File: config.mk
export PLATFORM = sky130hd
export DESIGN_NAME = hnss_front
export DESIGN_NICKNAME = d
export VERILOG_FILES = /design/src/design/hashed_name_seen_set_assert.svh /design/src/design/hnss_pkg.sv /design/src/design/hnss_front.sv
export SDC_FILE = /design/constraint.sdc
export NUM_CORES = 1
export LEC_CHECK = 0
export BUFFER_PORTS_ARGS = -buffer_cell sky130_fd_sc_hd__buf_2
export CAP_MARGIN = 20
export CORE_ASPECT_RATIO = 1.1
export CORE_MARGIN = 3
export CORE_UTILIZATION = 52
export CTS_CLUSTER_DIAMETER = 200
export DETAILED_ROUTE_END_ITERATION = 8
export GPL_TIMING_DRIVEN = 0
export PLACE_DENSITY_LB_ADDON = 0.2
export SYNTH_ARGS = -nofsm -noshare
export SYNTH_HDL_FRONTEND = slang
export SYNTH_SLANG_ARGS = --single-unit
export TNS_END_PERCENT = 30
File: constraint.sdc
create_clock -name clk -period 11.85 [get_ports clk]
set_input_delay 1.7775 -clock clk [delete_from_list [all_inputs] [get_ports clk]]
set_output_delay 1.7775 -clock clk [all_outputs]
set_load 0.05 [all_outputs]
File: src/design/hashed_name_seen_set_assert.svh
// assertion macros shared by the hashed name seen set design
`ifndef HASHED_NAME_SEEN_SET_ASSERT_SVH
`define HASHED_NAME_SEEN_SET_ASSERT_SVH

// same-cycle implication, sampled on clk and ignored while rst_n is low
`define HNSS_ASSERT_IMPLIES(label, cond, expr) \
    label: assert property (@(posedge clk) disable iff (!rst_n) (cond) |-> (expr)) \
        else $error("hnss assertion failed");

// condition that must never hold out of reset
`define HNSS_ASSERT_NEVER(label, cond) \
    label: assert property (@(posedge clk) disable iff (!rst_n) !(cond)) \
        else $error("hnss assertion failed");

`endif

File: src/design/hnss_pkg.sv
`default_nettype none

package hnss_pkg;

    localparam int TABLE_DEPTH = 1024;
    localparam int IDX_W       = (TABLE_DEPTH > 1) ? $clog2(TABLE_DEPTH) : 1;
    localparam int CNT_W       = $clog2(TABLE_DEPTH + 1);
    localparam int ENTRIES_W   = 11;
    localparam int HASH_W      = 64;

    localparam int QUEUE_DEPTH = 2;
    localparam int QPTR_W      = $clog2(QUEUE_DEPTH);

    localparam logic [HASH_W-1:0] FNV_BASIS = 64'hcbf29ce484222325;
    localparam logic [HASH_W-1:0] FNV_PRIME = 64'h00000100000001b3;

    // command handed from the front to the back
    typedef struct packed {
        logic              clear;
        logic [HASH_W-1:0] hash;
    } cmd_t;

    typedef struct packed {
        logic full;
        logic empty;
    } q_status_t;

    // one fnv-1a step; the prime is 2^40 + 0x1b3, so the product is shifts and adds
    function automatic logic [HASH_W-1:0] fnv_fold(input logic [HASH_W-1:0] h,
                                                   input logic [7:0] b);
        logic [HASH_W-1:0] x;
        x = h ^ {56'd0, b};
        return (x << 40) + (x << 8) + (x << 7) + (x << 5) + (x << 4) + (x << 1) + x;
    endfunction

endpackage

`default_nettype wire

File: src/design/hnss_front.sv
`default_nettype none

module hnss_front (
    input  wire logic              clk,
    input  wire logic              rst_n,
    input  wire logic              in_valid,
    output logic                   in_ready,
    input  wire logic              kind,
    input  wire logic [7:0]        name_byte,
    input  wire logic              last_byte,
    input  wire hnss_pkg::q_status_t q_status,
    output logic                   q_push,
    output hnss_pkg::cmd_t         q_cmd
);

    logic [hnss_pkg::HASH_W-1:0] hash_reg;
    logic [hnss_pkg::HASH_W-1:0] hash_next;
    logic [hnss_pkg::HASH_W-1:0] folded;
    logic                        accept;

    assign in_ready = !q_status.full;
    assign accept   = in_valid && in_ready;
    assign folded   = hnss_pkg::fnv_fold(hash_reg, name_byte);

    // only clears and finished names go to the back
    assign q_push      = accept && (kind || last_byte);
    assign q_cmd.clear = kind;
    assign q_cmd.hash  = folded;

    always_comb
    begin
        hash_next = hash_reg;
        if (accept)
        begin
            if (kind || last_byte)
            begin
                hash_next = hnss_pkg::FNV_BASIS;
            end
            else
            begin
                hash_next = folded;
            end
        end
    end

    always_ff @(posedge clk or negedge rst_n)
    begin
        if (!rst_n)
        begin
            hash_reg <= hnss_pkg::FNV_BASIS;
        end
        else
        begin
            hash_reg <= hash_next;
        end
    end

endmodule

`default_nettype wire

; ---- After elaboration in Yosys (flattened, before gate mapping)
; Index checks and enable logic that the tools add are counted.
[classes]
add_sub_neg = 6
muxes = 1
bitwise_logic = 1
reduce_logical = 4
[ops]
columns = operator, n
row1 = adder 64 bit, 6
row2 = two-way mux 64 bit, 1
row3 = bitwise XOR 64 x 8 -> 64 bit, 1
row4 = logical AND 1 bit, 2
row5 = logical NOT 1 bit, 1
row6 = logical OR 1 bit, 1
[totals]
reg_bits = 64
output_inout_bits = 67
word_cells = 13

; ---- Depth between registers and ports, before layout
; Gate-level depths: netlist of the first run.
[logic_depth]
depth_word = 8
mapped_depth = 21
depth_no_buf = 21

; ---- Worst setup path after synthesis of the first run
; OpenSTA, ideal clock, no wires.
[synth_path]
path_kind = in2out
startpoint = input name_byte[0]
endpoint = output q_cmd[51] in the netlist's numbering
t_arrival_ns = 8.114
required_time_ns = 10.073
setup_slack_ns = 1.958
path_stages = 19
n_path_buf = 0
cell_sequence = xor2_1 xnor2_1 ha_1 inv_1 fa_1 inv_1 ha_1 ha_1 ha_1 fa_1 a21o_1 a221oi_2 o41a_1 nor2_1 nor2_1 nand4_1 a41oi_1 o21bai_1 xnor2_1
[synth_rtl]
columns = element, line_no
row1 = "start, declared", hnss_front.sv:9  ; input wire logic [7:0] name_byte,
row2 = "end, declared", hnss_front.sv:13  ; output hnss_pkg::cmd_t q_cmd

==> results of run 1 <==
-- final cells by class --
class,instances,area share (%)
buffer,34,0.9956
clock buffer,13,1.849
clock inverter,3,0.2844
inverter,401,10.69
multi-input combinational,902,68.60
sequential,64,11.63
tap,305,2.711
timing repair buffer,84,3.244
-- per-layer routing --
layer	track usage (%)	up-vias	wire [um]
li1	-	4533	-
met1	36.19	4879	14250
met2	46.80	280	17190
met3	3.850	43	2178
met4	6.014	0	644
met5	0	-	0
-- metrics by stage --
step	utilization, %	cells	worst slack (ns)	cell area (um^2)
global route	58.49	1806	1.503	14080
floorplan	-	1401	1.958	12930
detailed placement	57.21	1789	1.809	13770
CTS	58.46	1805	1.781	14070
finish	58.49	1806	1.714	14080
global placement	56.99	1786	1.779	13710
-- how the worst min path moves through the flow --
stage / from / endpoint / slack (ns) / cells past startpoint
2_1_floorplan: hash_reg[48] / hash_reg[48] / 0.47 / 1
3_3_place_gp: hash_reg[51] / hash_reg[51] / 0.49 / 1
3_5_place_dp: hash_reg[51] / hash_reg[51] / 0.49 / 1
4_1_cts: hash_reg[51] / hash_reg[51] / 0.51 / 1
5_1_grt: hash_reg[51] / hash_reg[51] / 0.52 / 1
6_report: hash_reg[51] / hash_reg[51] / 0.51 / 1
-- kinds of logic (layout without fill, tap and decap cells) --
group | count (synthesis) | after routing | synth area share, %
buf+inv | 435 | 535 | 12.72
simple gates | 200 | 200 | 6.860
xor+xnor | 81 | 81 | 5.486
fa+ha+maj | 355 | 355 | 48.57
flops | 64 | 64 | 12.65
compound gates | 266 | 266 | 13.71
-- cells in the final DEF (no fill, tap or decap), types with 9 or more instances in the layout --
master     instances
nor2_1            67
clkbuf_1          30
dfstp_2           28
xor2_1            19
inv_1            400
a31oi_1           15
nand2_1           74
fa_1             245
dfrtp_1           36
o21ai_0           46
a21o_1            37
buf_2             83
clkbuf_16          9
ha_1             110
xnor2_1           62
a22o_1            13
nand3_1            9
nand4_1           13
o21bai_1          11
a21oi_1           78
==> metrics.csv, run 1 <==
metric,value,unit
drc_errors,0,
hold_ws,0.5106,ns
rsz0062_at_grt,false,
synthMostInstantiatedCell,inv_1,
grt_pass1_vias,10310,
num_vias,9735,
routedWlPerCell,18.97,um
antennaDiodeCount,0,
hold_viol,0,
antenna_found_initial,0,
arrival,8.36,ns
slowest_delay,0.84,ns
drv_cap,0,
post_drt_via_cell_ratio,5.390,
cts_buffer_depth,2,
r2r_start,hash_reg[2],
slew_headroom,27.82,%
cts_resized,0,
syn_to_final_growth,8.843,%
synth_edf_count,0,
rows,59,
ys.flop_type,dfrtp_1,
dp_hpwl,29.06,mm
seq_area_frac_synth,12.65,%
multi_input_comb_area,9656,um^2
first_pass_iters,5,
clock_latency,0.35,ns
cp.required,10.07,ns
r2r_slack,5.04,ns
crit_fanout,5,
ys_async_sr_fraction,100.0,%
htreeDepth,3,
routabilityCongestion,0.9310,
cts_sinks,64,
drtAntennaViolNets,0,
grt_pass1_wl,55.22,mm
crit_path_start_kind,primary input,
fmax,0.09866,GHz
worst_pin_slew,1.075,ns
cts_tree,built,
path_buf_inv,3,
cts-hold-fix-buffers,0,
drive_gt1_share,9.527,%
overflow,0,
drt_iter0_drc,631,
worst_path_max_delay_cell,xnor2_1,
grt_max_degree,43,
tns,0,ns
fp.dieArea,26800,um^2
crit_type,primary input to primary output,
cts_root_buffer,clkbuf_16,
final_nets,1866,
synth_area,12930,um^2
pin_count,82,
seqCellArea,1637,um^2
synth_seq_cells,64,
post-route-period-util,85.54,%
synth_top_area_cell,fa_1,
status,finished clean,
die_y,171.4,um
fill_cells,2170,
path_depth,19,
die_w,156.4,um
path_delay_family,compound AO/OA/AOI/OAI gates,
synth.top_cell.area_share,37.93,%
syn_avg_cell_area,9.231,um^2
fin_crit,10.14,ns
slew_viol_final,0,
ys_warn_count,0,
crit_path_start,name_byte[2],
cp_cell_sequence,"buf_2, xnor2_1, inv_1, xnor2_1, ha_1, fa_1, ha_1, ha_1, fa_1, a21o_1, a221oi_2, o21ai_1, o21ai_1, o41ai_4, a221oi_2, o41ai_4, a211oi_1, xnor2_1, buf_2",
endpoint_kind,primary output,
io_buffer_count,80,
synth_top_cells_by_count,"inv_1 (400), fa_1 (245), ha_1 (110)",
cts_setup_buffers,0,
fp.coreArea,24070,um^2
synthDistinctLibCells,58,
r2r_cells,18,
track_usage,26.95,%
largest_reg_flops,64,
syn_nets,1771,
start_util,53.74,%
syn_inst,1401,
clk_pin_slew,0.06,ns
setup_viol,0,
finalWirelength,34.26,mm
numCtsBuffers,9,
hold_class,flip-flop to flip-flop,
rr_endpoint,hash_reg[53],
finClkSkew,0.009043,ns
synth_area_leaders,"fa_1 (38%), inv_1 (12%), ha_1 (11%), dfrtp_1 (7.0%), dfstp_2 (5.7%)",
cp-endpoint,q_cmd[53],
Power of run 1 is left out: the tool's default activity adds up to more than one toggle a clock period on the data nets, which glitch-free logic cannot reach.
==> inputs of run 2 (changes only) <==
CAP_MARGIN = 15   (was 20)
CORE_MARGIN = 2   (was 3)
REMOVE_ABC_BUFFERS = 1   (was default)
==> metrics.csv, run 2 (synthesis gave the netlist of run 1 again) <==
metric,value,unit
finalWirelength,33.36,mm
arrival,8.21,ns
fmax,0.1001,GHz
die_y,169.4,um
place_inst,1763,
antenna_found_initial,0,
drc_errors,0,
grt_max_degree,44,
rows,60,
io_buffer_count,80,
layout_commonest_cell,inv_1,
routabilityCongestion,0.9277,
cts-hold-fix-buffers,0,
track_usage,27.43,%
clock_latency,0.35,ns
clk_pin_slew,0.06,ns
slew_viol_final,0,
drt_iter0_drc,449,
crit_path_start_kind,primary input,
finClkSkew,0.01222,ns
rsz0062_at_grt,false,
endpoint_kind,primary output,
post_drt_via_cell_ratio,5.350,
instances_no_fill,1779,
hold_class,flip-flop to flip-flop,
antennaDiodeCount,0,
first_pass_iters,5,
drive_gt1_share,9.803,%
overflow,0,
cts_sinks,64,
slew_headroom,26.03,%
fin_crit,9.985,ns
final_nets,1834,
drtAntennaViolNets,0,
cts_setup_buffers,0,
final_cell_mix,"inv_1 (400), fa_1 (245), ha_1 (110), buf_2 (79), a21oi_1 (78)",
grt_pass1_vias,10120,
hold_ws,0.5078,ns
numCtsBuffers,9,
crit_type,primary input to primary output,
post-route-util,57.40,%
fp.coreArea,24470,um^2
pin_count,82,
status,finished clean,
num_vias,9518,
htreeDepth,3,
tns,0,ns
routedWlPerCell,18.75,um
setup_viol,0,
crit_fanout,7,
post-route-period-util,84.27,%
cts_root_buffer,clkbuf_16,
hold_viol,0,
dp_hpwl,27.73,mm
cp.required,10.07,ns
start_util,52.84,%
cts_resized,0,
worst_pin_slew,1.102,ns
cts_buffer_depth,2,
largest_reg_flops,64,
grt_pass1_wl,54.81,mm
fp.dieArea,26150,um^2
drv_cap,0,
cts_tree,built,
die_w,154.4,um
syn_to_final_growth,8.620,%
==> run 2: worst paths after layout <==
path | to | cells after the start | slack [ns] | startpoint
worst max-delay path | q_cmd[61] | 18 | 1.86 | name_byte[5]
worst min-delay path | hash_reg[51] | 1 | 0.51 | hash_reg[51]
worst max register to register | hash_reg[61] | 17 | 5.21 | hash_reg[5]
worst min register to register | hash_reg[51] | 1 | 0.51 | hash_reg[51]
max in group asynchronous | hash_reg[17] | 2 | 9.85 | rst_n
min in group asynchronous | hash_reg[58] | 1 | 1.34 | rst_n
==> run 2: per-stage QoR <==
stage / setup WS [ns] / cell area (um^2)
after CTS: 1.918 / 14050
after floorplan: 1.958 / 12790
after global placement: 1.928 / 13580
after detailed placement: 1.951 / 13700
final: 1.865 / 14050
after global routing: 1.614 / 14050
==> run 2: critical path, cell delays in order <==
cell and delay, ns:
buf_2 0.10, xnor2_1 0.86, inv_1 0.26, fa_1 0.57, fa_1 0.56, fa_1 0.41, ha_1 0.29, ha_1 0.41
nand2_1 0.16, or4_1 0.53, o21ai_1 0.25, o21ai_1 0.17, o41ai_4 0.31, a221oi_2 0.19, o41ai_4 0.56, a31oi_1 0.22
xnor2_1 0.26, buf_2 0.31
==> run 2: per-layer routing <==
layer / routed length (um) / GRT usage (%)
met2: 16850 / 47.98
met5: 0 / 0
met1: 14630 / 36.62
met4: 616 / 6.320
met3: 1262 / 3.677
==> run 2: layout make-up <==
cell class	count	area (um^2)
clock buffer	9	225.2
clock inverter	7	120.1
fill	2253	10430
inverter	401	1505
multi-input combinational	902	9668
sequential	64	1637
tap	310	387.9
timing repair buffer	86	504.2
Power of run 2 is left out for the same reason.
