## src/design/hashed_name_seen_set_assert.svh

```systemverilog
// assertion macros shared by the hashed name seen set design
`ifndef HASHED_NAME_SEEN_SET_ASSERT_SVH
`define HASHED_NAME_SEEN_SET_ASSERT_SVH

// same-cycle implication, sampled on clk and ignored while rst_n is low
`define HNSS_ASSERT_IMPLIES(label, cond, expr) \
    label: assert property (@(posedge clk) disable iff (!rst_n) (cond) |-> (expr)) \
        else $error("hnss assertion failed");

// condition that must never hold out of reset
`define HNSS_ASSERT_NEVER(label, cond) \
    label: assert property (@(posedge clk) disable iff (!rst_n) !(cond)) \
        else $error("hnss assertion failed");

`endif

```

## src/design/hnss_pkg.sv

```systemverilog
`default_nettype none

package hnss_pkg;

    localparam int TABLE_DEPTH = 1024;
    localparam int IDX_W       = (TABLE_DEPTH > 1) ? $clog2(TABLE_DEPTH) : 1;
    localparam int CNT_W       = $clog2(TABLE_DEPTH + 1);
    localparam int ENTRIES_W   = 11;
    localparam int HASH_W      = 64;

    localparam int QUEUE_DEPTH = 2;
    localparam int QPTR_W      = $clog2(QUEUE_DEPTH);

    localparam logic [HASH_W-1:0] FNV_BASIS = 64'hcbf29ce484222325;
    localparam logic [HASH_W-1:0] FNV_PRIME = 64'h00000100000001b3;

    // command handed from the front to the back
    typedef struct packed {
        logic              clear;
        logic [HASH_W-1:0] hash;
    } cmd_t;

    typedef struct packed {
        logic full;
        logic empty;
    } q_status_t;

    // one fnv-1a step; the prime is 2^40 + 0x1b3, so the product is shifts and adds
    function automatic logic [HASH_W-1:0] fnv_fold(input logic [HASH_W-1:0] h,
                                                   input logic [7:0] b);
        logic [HASH_W-1:0] x;
        x = h ^ {56'd0, b};
        return (x << 40) + (x << 8) + (x << 7) + (x << 5) + (x << 4) + (x << 1) + x;
    endfunction

endpackage

`default_nettype wire

```

## src/design/hnss_fifo.sv

```systemverilog
`default_nettype none

module hnss_fifo (
    input  wire logic              clk,
    input  wire logic              rst_n,
    input  wire logic              push,
    input  wire hnss_pkg::cmd_t    push_cmd,
    input  wire logic              pop,
    output hnss_pkg::cmd_t         head_cmd,
    output hnss_pkg::q_status_t    status
);

    hnss_pkg::cmd_t            slot_reg [hnss_pkg::QUEUE_DEPTH];
    logic [hnss_pkg::QPTR_W:0] wr_ptr_reg;
    logic [hnss_pkg::QPTR_W:0] rd_ptr_reg;

    assign status.empty = (wr_ptr_reg == rd_ptr_reg);
    assign status.full  = (wr_ptr_reg[hnss_pkg::QPTR_W] != rd_ptr_reg[hnss_pkg::QPTR_W]) &&
                          (wr_ptr_reg[hnss_pkg::QPTR_W-1:0] == rd_ptr_reg[hnss_pkg::QPTR_W-1:0]);
    assign head_cmd     = slot_reg[rd_ptr_reg[hnss_pkg::QPTR_W-1:0]];

    always_ff @(posedge clk or negedge rst_n)
    begin
        if (!rst_n)
        begin
            wr_ptr_reg <= '0;
            rd_ptr_reg <= '0;
        end
        else
        begin
            if (push)
            begin
                wr_ptr_reg <= wr_ptr_reg + 1'b1;
            end
            if (pop)
            begin
                rd_ptr_reg <= rd_ptr_reg + 1'b1;
            end
        end
    end

    // slot storage, no reset needed
    always_ff @(posedge clk)
    begin
        if (push)
        begin
            slot_reg[wr_ptr_reg[hnss_pkg::QPTR_W-1:0]] <= push_cmd;
        end
    end

endmodule

`default_nettype wire

```

## config.mk

```make
export PLATFORM = sky130hd
export DESIGN_NAME = hnss_fifo
export DESIGN_NICKNAME = d
export VERILOG_FILES = /design/src/design/hashed_name_seen_set_assert.svh /design/src/design/hnss_pkg.sv /design/src/design/hnss_fifo.sv
export SDC_FILE = /design/constraint.sdc
export NUM_CORES = 1
export LEC_CHECK = 0
export BUFFER_PORTS_ARGS = -buffer_cell sky130_fd_sc_hd__buf_4
export CAP_MARGIN = 20
export CORE_ASPECT_RATIO = 0.8
export CORE_MARGIN = 2
export CORE_UTILIZATION = 45
export CTS_BUF_LIST = sky130_fd_sc_hd__clkbuf_8
export DETAILED_ROUTE_END_ITERATION = 12
export PLACE_DENSITY = 0.76
export SLEW_MARGIN = 40
export SYNTH_ARGS = -nofsm -noshare
export SYNTH_HDL_FRONTEND = slang
export SYNTH_SLANG_ARGS = --single-unit
```

## constraint.sdc

```tcl
create_clock -name clk -period 4.3 [get_ports clk]
set_input_delay 0.86 -clock clk [delete_from_list [all_inputs] [get_ports clk]]
set_output_delay 0.86 -clock clk [all_outputs]
set_load 0.05 [all_outputs]
```

Yosys cells after proc, flatten, opt, wreduce, memory -nomap -nowiden
Memory sizes are Yosys's and may differ from the RTL's.
Index checks and enable logic that the tools add are counted.
W data, S select, Z words.

word-level totals
  memory bits (writable) = 130
  bits in latches = 0
  input bits = 69
  flip-flop bits (word level) = 4
  memories kept = 1
  word-level logic and storage cells = 11
  bits in read-only memories = 0
  output and inout port bits = 67

operators by class
  shift operators = 0
  divide/modulo/power cells = 0
  bitwise logic cells = 0
  reductions and logical operators = 1
  eq/ne operators = 3
  add/subtract/negate cells = 2
  $mul = 0
  muxes and demuxes = 2
  $lt $le $gt $ge = 0

memory list
  name      depth  bits a word  read ports  clocked after Yosys merged registers in  wr ports  RTL line         RTL
  slot_reg  2      65           1           0                                        1         hnss_fifo.sv:13  hnss_pkg::cmd_t slot_reg [hnss_pkg::QUEUE_DEPTH];

operators by type and width
  operator               number
  $add A2 B1 Y2 const B  2
  $eq A2 B2 Y1           1
  $mux W1                2
  $eq A1 B1 Y1           1
  $logic_and A1 B1 Y1    1
  $ne A1 B1 Y1           1

Longest topological paths before layout
Gate-level depths: netlist of run 1.

  word-level depth = 2
  gate-level depth with buffers = 4
  depth with buffers taken out = 2

Worst setup path after synthesis of run 1
Ideal clock, no wire load.

  path type = in2reg
  start point = in push
  end point = mem slot_reg[0][0] in the netlist's numbering (enable)
  stages = 1
  buffers on the path = 0
  data required time = 3804 ps
  setup slack = 87 ps
  library setup time = 496 ps
  arrival = 3717 ps
  cell sequence = nor2b_1

on the way
  word-level cells in the longest chain between the ends = 2

ends and longest elaborated chain
  what                           RTL line         RTL
  from (decl)                    hnss_fifo.sv:6   input wire logic push,
  $mux W1                        hnss_fifo.sv:45  if (push)
  $mux W1 (implied by the code)  hnss_fifo.sv:47  slot_reg[wr_ptr_reg[hnss_pkg::QPTR_W-1:0]] <= push_cmd;
  to (decl)                      hnss_fifo.sv:13

No other way between the ends.

==> metrics list, run 1 <==
- The worst path in the final design needs a cycle of between 2 and 3 ns, including I/O delays and setup.
- In this run the tightest slew margin relative to its limit is 0.590.
* Gr ovfl total: 0
* Uppermost layer routed: met4
- Antenna violations before repair: 0
* Max cap viols: 0
- The number of pins exceeding their max-slew limit in the final report was 0.
- STA classifies the critical path startpoint as a flip-flop.
* Wire length of the first global-routing pass: 13.1 mm
* Final standard cell count with taps included and fillers excluded: 524
* Mean area per synthesized cell: 22.8 um^2
* Core utilization of the finished layout: 0.604
* Post-synthesis cell area: 0.00496 mm^2
- Detailed routing placed a total of 647 um of wire on met3.
- At the end of routability-driven placement, the weighted congestion stood at 0.720.
- Pin count of the biggest net entering global routing: 46
- The min-delay analysis places its worst path in the category in2async.
* Hold bufs inserted after CTS: 0
* Final antenna-violating net count: 0
- The share of synthesized area in the top cell type comes to 0.787.
* Y dimension of the die: 97.9 um
- Count of unique library cells instantiated by Yosys: 13
- Number of hold violations in the final report: 0
- Gates resized during post-CTS repair numbered 0.
- Leak: 2.51 nW
* Die Wd: 121 um
- Global-route usage over all layers: 0.152
- Setup violations remaining at the end of the flow were counted as 0.
- Synthesis produced a netlist with a net count of 287.
- Power comes to between 0.005 and 0.006 W.
- For this block, the routed nets add up to roughly 8.6 mm of wire.
* Post CTS Setup Buffer Count: 0
- WP data required: 3.44 ns
- TritonCTS built the clock tree.
* Ports: 136
- Via count of the first global-routing pass: between 2000 and 3000
- Register clock-pin slew on the reported worst setup and hold paths: 0.07 ns
* Routed length per placed instance: 16.4 um
- At the pin with the least slew margin, the transition time is 0.614 ns.
- IO Port Bufs: approximately 140
* Sequential cell area fraction in the yosys report: 0.807
- WP data arrival: 2.07 ns
* Cells after DPL: 492
- From synthesis to final layout, the design area changed by 31.5%.
- For this design, the slowest cell found on the critical path is sky130_fd_sc_hd__dfrtp_4.
* Number of placement rows: 34
- Critical path, cell by cell: buf_12, mux2_2, buf_4
* Total number of nets in the final design: 436
- The register with the most flip-flops in the layout has 130 of them.
* Crit Path Class: reg2out
- After detailed routing, the wire length on met1 is 3.58 mm.
- Sum of met2 wire segment lengths after detailed routing: 4.29 mm
- RSZ-0062 raised after global routing: false
- Final clock period utilization by the worst path: 0.681
* Vias post-DR: 2435
- For this run, the slowest stage of the critical path takes 0.75 ns.
- In this run the worst path has a maximum fanout of 35.
* Synthesized instance count: 218
- The flow ran to the end, and the final reports show no timing, DRC or antenna violations.
* Final setup skew: approximately 0.010 ns
- Timing would allow up to 341 MHz.
- Detailed-route DRC error count: 0
* Clock Sink Count: 134
* Ratio of cells with drive above 1 in the final layout: 0.613
- Total of warnings raised by yosys: 0
- Top cell type by total area after synthesis: sky130_fd_sc_hd__edfxtp_1
* Drt pass-1 iters: 4
* Antenna cells: 0
* Ranking of synthesized cells by area: sky130_fd_sc_hd__edfxtp_1, sky130_fd_sc_hd__mux2_2, sky130_fd_sc_hd__mux2_4
- Area of the placeable core: ~0.011 mm^2
- The first routing iteration left 158 violations.
* Starting density of the core: 0.459
- The cell sitting at the root of the clock tree is a sky130_fd_sc_hd__clkbuf_8.
- The die covers 0.0119 mm^2.
* Number of buffers on the longest clock path: 2
- Total of flip-flops plus latches after synthesis: 134
- Power per Cell Area: ~780 mW/mm^2
- Later-pin clock latency in the skew report: 0.42 ns
* Maximum ir drop on the vdd rail: 0.454 mV
* Number of H-tree levels: 4
- Capturing element type of the critical path: primary output
* Setup TNS: 0 ns
- DR vias/cell: between 4 and 5
- The number of clock buffers added by TritonCTS is 17.
-- metrics by stage --
step	area (um^2)	hold WS, ns	setup WS, ns
2_1_floorplan	4960	0.460	0.0871
3_3_place_gp	6110	0.474	1.69
3_5_place_dp	6130	0.488	1.72
4_1_cts	6530	0.187	1.31
5_1_grt	6530	0.177	1.25
6_report	6530	0.218	1.37
-- critical path: cells and delay by family, from the launching register on --
kind     cells  cell delay [ns]
flops        1             0.75
buf+inv      2             0.50
mux          1             0.38
-- layout by cell type, fill, tap and decap left out, drive strengths merged, types with 3 or more instances in the layout --
cell,n
bufinv,3
buf,138
clkinv,7
clkinvlp,3
xor2,5
edfxtp,130
dfrtp,4
clkbuf,17
mux2,65
-- final timing paths --
| kind | endpoint | startpoint | cells after the start | slack, ns |
|---|---|---|---|---|
| hold reg to reg | rd_ptr_reg[1] | rd_ptr_reg[1] | 1 | 0.50 |
| max in group asynchronous | rd_ptr_reg[0] | rst_n | 1 | 3.97 |
| setup reg to reg | slot_reg[1][32] | wr_ptr_reg[0] | 2 | 2.26 |
| min in group clk | rd_ptr_reg[1] | rd_ptr_reg[1] | 1 | 0.50 |
| hold / removal | rd_ptr_reg[0] | rst_n | 1 | 0.22 |
| setup / recovery | head_cmd[5] | rd_ptr_reg[0] | 3 | 1.37 |
-- layout make-up --
| class | instances | area (um^2) |
|---|---|---|
| clock buffers | 17 | 234 |
| multi-input cells | 76 | 895 |
| well taps | 144 | 180 |
| flip-flops and latches | 134 | 4010 |
| fillers | 815 | 4280 |
| clock inverters | 15 | 163 |
| repair buffers | 138 | 1050 |
-- cell families (layout without fill, tap and decap cells) --
kind of cell | count (synthesis) | in the layout | share of synthesized area
xor gates and xnor gates | 6 | 6 | 0.0106
buffers and inverters | 8 | 170 | 0.0146
DFF | 134 | 134 | 0.807
muxes | 65 | 65 | 0.163
and+or+nand+nor | 5 | 5 | 0.00529
-- cell usage after synthesis --
cell type                  count
sky130_fd_sc_hd__dfrtp_1       4
sky130_fd_sc_hd__nand2_1       1
sky130_fd_sc_hd__buf_6         2
sky130_fd_sc_hd__xor2_1        5
sky130_fd_sc_hd__xnor2_1       1
sky130_fd_sc_hd__and2_1        1
sky130_fd_sc_hd__edfxtp_1    130
sky130_fd_sc_hd__buf_8         2
sky130_fd_sc_hd__mux2_2       45
sky130_fd_sc_hd__nor2_1        1
sky130_fd_sc_hd__mux2_4       20
sky130_fd_sc_hd__nor2b_1       2
sky130_fd_sc_hd__buf_2         4
-- layer usage --
layer,vias up,GRT usage
li1,1156,-
met1,1180,0.181
met2,94,0.245
met3,5,0.0678
met4,0,0.0531
met5,-,0
-- report_power, final --
part	switching (W)	leakage, nW	internal (W)	total, W
clock	0.000462	0.193	0.000565	0.00103
sequential	0.000133	1.27	0.00174	0.00187
combinational	0.00142	1.05	0.000759	0.00218
No activity file was read; power rests on OpenSTA's default activity.
==> run 2: changes to the inputs <==
ABC_AREA = 1   (was unset)
clock period = 2.75 ns   (was 4.3 ns; I/O delays follow)
==> metrics list, run 2 <==
- The flip-flop count of the largest register after layout came to 130 (unchanged).
- Most frequent cells in the layout: sky130_fd_sc_hd__nand2_1, sky130_fd_sc_hd__buf_4, sky130_fd_sc_hd__edfxtp_1 (was sky130_fd_sc_hd__buf_4, sky130_fd_sc_hd__edfxtp_1, sky130_fd_sc_hd__mux2_2).
- The utilization of the core after routing is 0.603 (was 0.604).
- Flop2flop setup slack: 1.32 ns (was 2.26 ns)
* Number of hold violations in the final report: 0 (unchanged)
- The number of cells produced by synthesis came to 368 (was 218).
* End point of the most critical hold path: slot_reg[0][54]
* Nets in the synthesized netlist: 437 (was 287)
* Via count of the first global-routing pass: 3064 (was 2643)
* Final number of setup-violating endpoints: 0 (unchanged)
- Global-route usage over all layers: 0.171 (was 0.152)
* Destination of the worst register-to-register timing path: slot_reg[1][3] (was slot_reg[1][32])
* Antenna cells: 0 (unchanged)
- The number of library cell types mapped by synthesis is 11 (was 13).
* Wire length of the first global-routing pass: 15.2 mm (was 13.1 mm)
* Sequential cell area fraction in the yosys report: 0.807 (about the same)
- The area growth from synthesis to final layout is 31.3% (was 31.5%).
- The longest individual stage delay on the worst path was 0.58 ns (was 0.75 ns).
- WP data arrival: 1.85 ns (was 2.07 ns)
- Clock tree from TritonCTS: yes (unchanged)
* Leading register cell type out of synthesis: sky130_fd_sc_hd__edfxtp_1 (unchanged)
- The clock latency at the later pin of the worst-skew pair is 0.42 ns (about the same).
* Top cell type by total area after synthesis: sky130_fd_sc_hd__edfxtp_1 (unchanged)
- RSZ-0062 raised after global routing: false (unchanged).
* Routed length per placed instance: 14.5 um (was 16.4 um)
* Setup TNS: 0 ns (unchanged)
- The static leakage came to 2.81 nW (was 2.51 nW).
- The CTS root buffer was sky130_fd_sc_hd__clkbuf_8 (unchanged).
- The number of synthesis warnings is 0 (unchanged).
- The number of max-cap violations came to 0 (unchanged).
* Gr ovfl total: 0 (unchanged)
* Final-report max-slew violation count: 0 (unchanged)
- Min cycle time layout: about 2.4 ns
- Overall routed net length: 9.75 mm (was 8.57 mm)
* Capturing element type of the critical path: primary output (unchanged)
- The area share of the largest cell type after synthesis is 0.787 (about the same).
- Pin count of the biggest net entering global routing: 69 (was 46)
- Origin of the critical flop-to-flop path: wr_ptr_reg[0] (unchanged)
* Clock Sink Count: 134 (unchanged)
- The flop and latch count out of synthesis was 134 (unchanged).
- Power per Cell Area: 1280 mW/mm^2 (was 777 mW/mm^2)
* Layout filler cell count: 854 (was 815)
- DP Wirelength: 5.96 mm
- Post-synthesis cell area: 0.00496 mm^2 (about the same)
* Total clock buffers created by CTS: 17 (unchanged)
* Startpoint of the worst hold path: push_cmd[54]
* Post-route cell area: 0.00651 mm^2 (was 0.00653 mm^2)
- The number of vias per cell after detailed routing was 4.69 (was 4.65).
- The first-pass iteration count of the detailed router was 4 (unchanged).
* Critical path's slowest cell: sky130_fd_sc_hd__buf_4 (was sky130_fd_sc_hd__dfrtp_4)
- The final worst hold slack was 0.306 ns (was 0.218 ns).
- The pin slew with the least headroom to its limit is 0.708 ns (was 0.614 ns).
- The area of the core region was 0.0108 mm^2 (unchanged).
* Number of buffers on the longest clock path: 2 (unchanged)
- Headroom to the max-slew limit: 0.528 (was 0.590)
- The cell depth of the worst flop-to-flop path came to 3 (was 2).
* Y dimension of the die: 97.9 um (about the same)
- Final RePlAce weighted congestion: 0.751 (was 0.720)
- Run status: finished clean (unchanged)
- Achievable frequency: ~420 MHz
- The post-synthesis async set-or-reset flop share was 0.0299 (unchanged).
- Crit start category: flip-flop (unchanged)
- Most frequent cell after synthesis: sky130_fd_sc_hd__nand2_1 (was sky130_fd_sc_hd__edfxtp_1)
* Critical path, cell by cell: buf_4, nand2_1, nand2_1, buf_4 (was buf_12, mux2_2, buf_4)
* Antenna violations before repair: 0 (unchanged)
* Resized Gates After CTS: 0 (unchanged)
* Area taken by flip-flops and latches: 0.00401 mm^2 (about the same)
- Worst Path Buf+Inv: 2 (unchanged)
- The placement row count is 34 (unchanged).
- Ratio of cells with drive above 1 in the final layout: 0.330 (was 0.613)
- The horizontal die dimension is 121 um (about the same).
- Final clock period utilization by the worst path: 0.872
- The number of synthesized flops with an enable pin is 130 (unchanged).
- The top fanout value on the critical path is 68 (was 35).
- Ports: 136 (unchanged)
- The violation count after the first detailed-route iteration is 202 (was 158).
* Detailed-route DRC error count: 0 (unchanged)
- Total number of nets in the final design: 583 (was 436)
- IO Port Bufs: 135 (unchanged)
- The type of the worst setup path was reg2out (unchanged).
- Number of H-tree levels: 4 (unchanged)
- Final antenna-violating net count: 0 (unchanged)
- The most common library cell in the layout ignoring fill and taps is sky130_fd_sc_hd__nand2_1 (was sky130_fd_sc_hd__buf_4).
- Ranking of synthesized cells by area: sky130_fd_sc_hd__edfxtp_1, sky130_fd_sc_hd__nand2_1, sky130_fd_sc_hd__dfrtp_1 (was sky130_fd_sc_hd__edfxtp_1, sky130_fd_sc_hd__mux2_2, sky130_fd_sc_hd__mux2_4)
* Mean area per synthesized cell: 13.5 um^2 (was 22.8 um^2)
* Area occupied by multi-input gates: 827 um^2 (was 895 um^2)
- Leading post-synthesis cells by instance count: sky130_fd_sc_hd__nand2_1, sky130_fd_sc_hd__edfxtp_1, sky130_fd_sc_hd__buf_2 (was sky130_fd_sc_hd__edfxtp_1, sky130_fd_sc_hd__mux2_2, sky130_fd_sc_hd__mux2_4)
* WP data required: 2.20 ns (was 3.44 ns)
* Register clock-pin slew on the reported worst setup and hold paths: 0.08 ns (was 0.07 ns)
- Critical path's top delay family: buffers and inverters (was flip-flops)
* Final setup skew: 0.00933 ns (was 0.0101 ns)
- Die Area: 0.0119 mm^2 (about the same)
* Maximum ir drop on the vdd rail: 0.762 mV (was 0.454 mV)
* Cell depth of the worst hold path: 1
- The initial core utilization came to 0.459 (about the same).
- The via count is 3147 (was 2435).
- Hold Path Class: in2reg (was in2async)
- Instance area at placement: 0.00613 mm^2 (unchanged)
-- run 2: cell types whose count changed after synthesis, sizes merged, moves of 2 or more --
cell   before  now
nand2       1  206
mux2       65    0
nor2b       2    0
buf         8   14
inv         0    6
nor2        1    3
-- run 2: worst max path at each step --
stage | start | end | slack, ns | cells after the start
6_report | rd_ptr_reg[0] | head_cmd[41] | 0.35 | 4
5_1_grt | rd_ptr_reg[0] | head_cmd[23] | 0.20 | 4
4_1_cts | rd_ptr_reg[0] | head_cmd[49] | 0.31 | 4
3_5_place_dp | rd_ptr_reg[0] | head_cmd[49] | 0.78 | 4
3_3_place_gp | rd_ptr_reg[0] | head_cmd[49] | 0.80 | 4
2_1_floorplan | push | slot_reg[0][0] | 0.07 | 2
-- run 2: repair_timing --
action / 4_1_cts / 5_1_grt
hold endpoints to repair: 4 / 0
buffers inserted: 0 / 0
hold buffers: 1 / 0
-- run 2: per-stage QoR --
| step | instances | worst slack [ns] | total power, W |
|---|---|---|---|
| detailed placement | 638 | 0.783 | 0.00692 |
| CTS | 671 | 0.306 | 0.00845 |
| floorplan | 368 | 0.0691 | 0.00572 |
| global route | 671 | 0.196 | 0.00877 |
| global placement | 638 | 0.804 | 0.00687 |
| finish | 671 | 0.353 | 0.00837 |
-- run 2: final cells by class --
cell class	count	share of cell area
well taps	144	0.0277
clock buffers	17	0.0359
repair buffers	142	0.170
multi-input cells	213	0.127
clock inverters	15	0.0211
flip-flops and latches	134	0.615
inverters	6	0.00346
-- run 2: cells by family after synthesis --
kind of cell | synth area share
xor+xnor | 0.00706
buf+inv | 0.0275
flops | 0.807
simple gates | 0.158
-- run 2: power breakdown --
group | switching, W | internal, W | total (W) | leakage, nW
clock network | 0.000727 | 0.000791 | 0.00152 | 0.188
logic | 0.00298 | 0.00105 | 0.00403 | 1.36
registers | 0.000109 | 0.00271 | 0.00282 | 1.27
-- run 2: layer usage --
layer / track usage / share of wire / vias up
met3: 0.0783 / 0.096 / 7
met5: 0 / 0 / -
met2: 0.267 / 0.48 / 143
met4: 0.0477 / 0.0039 / 0
met1: 0.218 / 0.42 / 1477
li1: - / - / 1520
